$ cat src/sv/ffsa_pkg.sv
// Shared types and codes for the first-fit segment allocator.
// Used by ffsa_mem, ffsa_mod and first_fit_segment_allocator_unit; depends on nothing.
package ffsa_pkg;

    localparam int unsigned OFS_W   = 28;
    localparam int unsigned ALIGN_W = 17;

    typedef enum logic [1:0] {
        CMD_ALLOC = 2'd0,
        CMD_FREE  = 2'd1,
        CMD_MERGE = 2'd2,
        CMD_NOP   = 2'd3
    } cmd_e_t;

    typedef enum logic [1:0] {
        STS_DONE      = 2'd0,
        STS_NO_MEMORY = 2'd1,
        STS_NOT_FOUND = 2'd2
    } status_e_t;

    typedef enum logic [4:0] {
        ST_CLEAR,
        ST_IDLE,
        ST_A_RD,
        ST_A_CHK,
        ST_A_MOD,
        ST_A_PAD,
        ST_A_FIT,
        ST_P_TEST,
        ST_P_RD,
        ST_P_WR,
        ST_P_WA,
        ST_P_WB,
        ST_M_TEST,
        ST_M_RDA,
        ST_M_RDB,
        ST_M_CHK,
        ST_S_RD,
        ST_S_WR,
        ST_M_TAIL,
        ST_F_RD,
        ST_F_CHK,
        ST_RESP
    } state_e_t;

    typedef struct packed {
        logic [OFS_W-1:0] start;
        logic [OFS_W-1:0] length;
        logic             free;
    } frag_t;

endpackage

$ cat src/sv/ffsa_mod.sv
// Iterative restoring remainder unit: fragment start modulo alignment, one bit a cycle.
// Depends on ffsa_pkg for field widths.
module ffsa_mod (
    input  logic                          aclk,
    input  logic                          aresetn,
    input  logic                          start,
    input  logic [ffsa_pkg::OFS_W-1:0]    dividend,
    input  logic [ffsa_pkg::ALIGN_W-1:0]  divisor,
    output logic                          done,
    output logic [ffsa_pkg::ALIGN_W-1:0]  remainder
);
    import ffsa_pkg::*;

    localparam int unsigned SW = $clog2(OFS_W + 1);

    logic [SW-1:0]      steps_reg;
    logic               busy_reg;
    logic               done_reg;
    logic [OFS_W-1:0]   dvd_reg;
    logic [ALIGN_W-1:0] rem_reg;
    logic [ALIGN_W-1:0] div_reg;
    logic [ALIGN_W:0]   trial;

    assign trial = {rem_reg, dvd_reg[OFS_W-1]};

    always_ff @(posedge aclk) begin
        if (!aresetn) begin
            busy_reg  <= 1'b0;
            done_reg  <= 1'b0;
            steps_reg <= '0;
        end else begin
            done_reg <= 1'b0;
            if (start) begin
                busy_reg  <= 1'b1;
                steps_reg <= SW'(OFS_W);
            end else if (busy_reg) begin
                steps_reg <= steps_reg - 1'b1;
                if (steps_reg == SW'(1)) begin
                    busy_reg <= 1'b0;
                    done_reg <= 1'b1;
                end
            end
        end
    end

    always_ff @(posedge aclk) begin
        if (start) begin
            dvd_reg <= dividend;
            div_reg <= divisor;
            rem_reg <= '0;
        end else if (busy_reg) begin
            dvd_reg <= {dvd_reg[OFS_W-2:0], 1'b0};
            if (trial >= {1'b0, div_reg}) begin
                rem_reg <= ALIGN_W'(trial - {1'b0, div_reg});
            end else begin
                rem_reg <= trial[ALIGN_W-1:0];
            end
        end
    end

    assign done      = done_reg;
    assign remainder = rem_reg;

endmodule

$ cat config.mk
export PLATFORM = sky130hd
export DESIGN_NAME = ffsa_mod
export DESIGN_NICKNAME = d
export VERILOG_FILES = /design/src/sv/ffsa_pkg.sv /design/src/sv/ffsa_mod.sv
export SDC_FILE = /design/constraint.sdc
export NUM_CORES = 1
export LEC_CHECK = 0
export BUFFER_PORTS_ARGS = -buffer_cell sky130_fd_sc_hd__buf_2
export CORE_AREA = 2 2 83 85
export CTS_BUF_LIST = sky130_fd_sc_hd__clkbuf_4 sky130_fd_sc_hd__clkbuf_8 sky130_fd_sc_hd__clkbuf_16
export DETAILED_ROUTE_END_ITERATION = 8
export DIE_AREA = 0 0 85 87
export PLACE_DENSITY = 0.86
export SLEW_MARGIN = 20
export SYNTH_ARGS = -nofsm -noshare
export SYNTH_HDL_FRONTEND = slang
export SYNTH_SLANG_ARGS = --single-unit
export TNS_END_PERCENT = 10
$ cat constraint.sdc
create_clock -name aclk -period 5.95 [get_ports aclk]
set_input_delay 0 -clock aclk [delete_from_list [all_inputs] [get_ports aclk]]
set_output_delay 0 -clock aclk [all_outputs]
set_load 0.005 [all_outputs]
==> summary.txt <==
Outcome
  • Status: finished, final reports clean

STA
  • Post-layout minimum cycle time: 2740 ps
  • Fraction of the cycle the final worst path needs: 46.0%
  • Number of pins exceeding their max-slew limit in the final report: 0
  • Unrepaired setup endpoints after global routing: false
  • Achievable Freq: 0.365 GHz
  • Summed negative setup slack over all endpoints: 0 ps
  • Worst-Margin Slew: 1130 ps
  • Worst clock skew: 12.1 ps
  • Worst hold margin: 306 ps
  • Final count of hold timing violations: 0
  • Setup violators final: 0
  • Setup ws final: 3210 ps
  • Remaining max-slew budget at the tightest pin: 24.5%

Power
  • Combinational share of power: 16.2%
  • Clock share of power: 35.9%
  • Post-layout total power: 1.19 mW
  • Proportion of power drawn by flip-flops and latches: 47.8%
  • Worst supply voltage drop on vdd: 0.185 mV
  • P per Cell Area: 248 nW/um2
  • Sw frac: 25.8%
  • Net Switching: 307 uW
  • Internal power summed over all cells: 884 uW
  • Standby leakage power: 2.04 nW

Worst setup path
  • Worst path arrival time: 3000 ps
  • Sum of buffers and inverters on the critical path: 2
  • Kind of critical path: flip-flop to flip-flop
  • Ordered list of cells on the worst path: inv_1 > ha_1 > inv_1 > fa_1 > a211oi_2 > o21ai_2 > a211oi_4 > o31a_4 > nand2_1 > a311oi_2
  • CP dominant cell by count: inv_1
  • Startpoint of the worst register-to-register path: dvd_reg[27]
  • Element type at the critical path end: flip-flop
  • Setup slack of the most critical reg-to-reg path: 3210 ps
  • Data required, critical path: 6210 ps
  • Critical path peak fanout: 23
  • Max incr delay on CP: 430 ps
  • Reg-to-reg critical path endpoint: remainder[6]
  • Cell with the biggest individual delay on the critical path: fa_1
  • Worst-case reg-to-reg path depth: 10
  • Critical path startpoint category: flip-flop
  • Kind of cell with the highest combined delay on the critical path: compound AO/OA/AOI/OAI gates

GRT
  • Sum of overflow across all layers after global routing: 0
  • Largest net degree at the start of global routing: 57
  • GRT Total Usage: 26.0%
  • First-pass GRT wire length: 14,900 um
  • Initial antenna violation count: 0
  • Vias in the first global route: 3,236

Finish
  • Final instance area: 4810 um2
  • Count of non-filler cells in the finished layout: 541
  • Most common cell after layout, fill and taps aside: buf_2
  • Area growth from synthesis to layout: 27.2%
  • Max FFs per register: 28
  • Antenna cell count: 0
  • Layout cells sized above 1: 26.0%
  • Fin util: 73.2%
  • Top library cells by usage in the layout, fill and taps aside: buf_2, dlygate4sd3_1, edfxtp_1
  • Final layout net count: 524

Synth
  • Distinct cells, synth: 56
  • Proportion of synthesized area in mux cells: 8.31%
  • Nets in the synthesized netlist: 417
  • Synth Instances: 349
  • Number of synthesized flops with an enable pin: 45
  • Mapped Area: 3780 um2
  • Commonest register cell after synthesis: edfxtp_1
  • Async set-or-reset flop fraction in the synthesized netlist: 0%
  • Synthesized-area fraction occupied by ao, oa, aoi and oai cells: 14.9%
  • Total of flip-flops plus latches after synthesis: 69
  • Post-synthesis area per instance: 10.8 um2
  • Proportion of synthesized chip area in sequential cells: 48.5%
  • Fraction of the mapped netlist area in simple logic gates: 12.8%
  • Largest family of logic cells by synthesized area: compound AO/OA/AOI/OAI gates
  • YS warnings: 0
  • Xor and xnor fraction of the mapped netlist area: 3.71%
  • Post-Synth Adder-Cell Area: 6.82%

Placement
  • Quantity of I/O buffers inserted on ports: 65
  • Dpl hpwl: 5580 um
  • Pre-CTS setup slack: 3230 ps
  • Total instance count after detailed placement: 479
  • Placement-stage cell area: 4130 um2
  • Final weighted congestion of routability-driven global placement: 0.907

Clocking
  • Max Buffers Root-to-Sink: 2
  • Setup bufs post-CTS: 0
  • Clock root cell: clkbuf_8
  • Total clock buffers created by CTS: 9
  • Post-CTS resize count: 0
  • Worst skew pair latency: 350 ps
  • Worst-path clk slew: 80 ps
  • Clock sink count: 69
  • Clock tree from TritonCTS: done
  • H-tree Lvls: 3

Floorplanning
  • Core ar.: 6570 um2
  • Placement row count: 30
  • Floorplan die height: 87 um
  • Die width: 85 um
  • Die area: 7400 um2
  • Initial Util: 57.5%
  • IO Count: 66

Worst hold path
  • Worst Hold Path Cells: 2
  • Min-Delay Endpoint: div_reg[14]
  • Min-delay src: start
  • Type of the most critical hold path: input pin to flip-flop

Routing
  • 1st-iter DRT viols: 181
  • Total detailed-routing wirelength: 9070 um
  • First-pass iteration count of the detailed router: 5
  • Post-DR wirelength/cell: 16.8 um
  • Drt drc: 0
  • Via count: 3,155
  • Final antenna-violating net count: 0
  • Routed vias/inst: 5.83

Job
  • Number of maximum-capacitance constraint violations: 0
worst max-delay path by stage:
stage                startpoint             to  slack [ps]  depth (start not counted)
detailed placement     busy_reg    dvd_reg[12]        3230                          2
global route        dvd_reg[27]   remainder[7]        3060                         10
CTS                    busy_reg    dvd_reg[19]        3260                          2
finish              dvd_reg[27]   remainder[6]        3210                         10
global placement    dvd_reg[27]   remainder[6]        3390                         10
floorplan           dvd_reg[27]  remainder[10]        3520                         11
per-layer routing:
metal	track usage, %	wire length (um)	vias to the layer above
li1	-	-	1501
met4	9.96	223	0
met2	47.2	4720	139
met1	29.2	3550	1492
met3	6.82	579	23
met5	0	0	-
cell type report:
type                            instances  area, um2
Tap cell                               80        100
Fill cell                             463       1760
Sequential cell                        69       1830
Clock inverter                          7       96.3
Clock buffer                            9        124
Inverter                               25       93.8
Multi-Input combinational cell        238       1760
Timing Repair Buffer                  113        801
Yosys cell counts (all sizes together) (4+ instances only):
cell    count  area, um2
buf        12       73.8
nand3      23        115
o21ai      14       73.8
nor3        8       40.0
nor2       23       86.3
inv        25       93.8
a211oi      5       55.1
xnor2       9       78.8
o21a        4       30.0
a21o        4       30.0
nand2      27        101
edfxtp     45       1350
a21oi      17       85.1
xor2        7       61.3
clkbuf      5       18.8
nand2b      7       43.8
ha         19        238
dfxtp      24        480
o311ai      4       35.0
mux2       27        304
o211ai      4       30.0
power groups by stage:
| stage | registers, mW | clock network (mW) | logic [mW] |
|---|---|---|---|
| CTS | 0.569 | 0.427 | 0.187 |
| global route | 0.574 | 0.453 | 0.211 |
| floorplan | 0.573 | 0 | 0.121 |
| detailed placement | 0.579 | 0 | 0.164 |
| global placement | 0.578 | 0 | 0.157 |
| finish | 0.570 | 0.428 | 0.193 |
repair_timing:
action,4_1_cts,5_1_grt
hold buffers,46,0
hold endpoints to repair,50,0
endpoints found under the setup margin,0,0
cell families (layout without fill, tap and decap cells):
logic type      Yosys count  count (layout)
flops                    69              69
fa+ha+maj                20              20
simple gates            101             101
compound gates           73              73
xor+xnor                 16              16
buf+inv                  42             154
mux                      28              28
(Power assumes the default switching activity.)
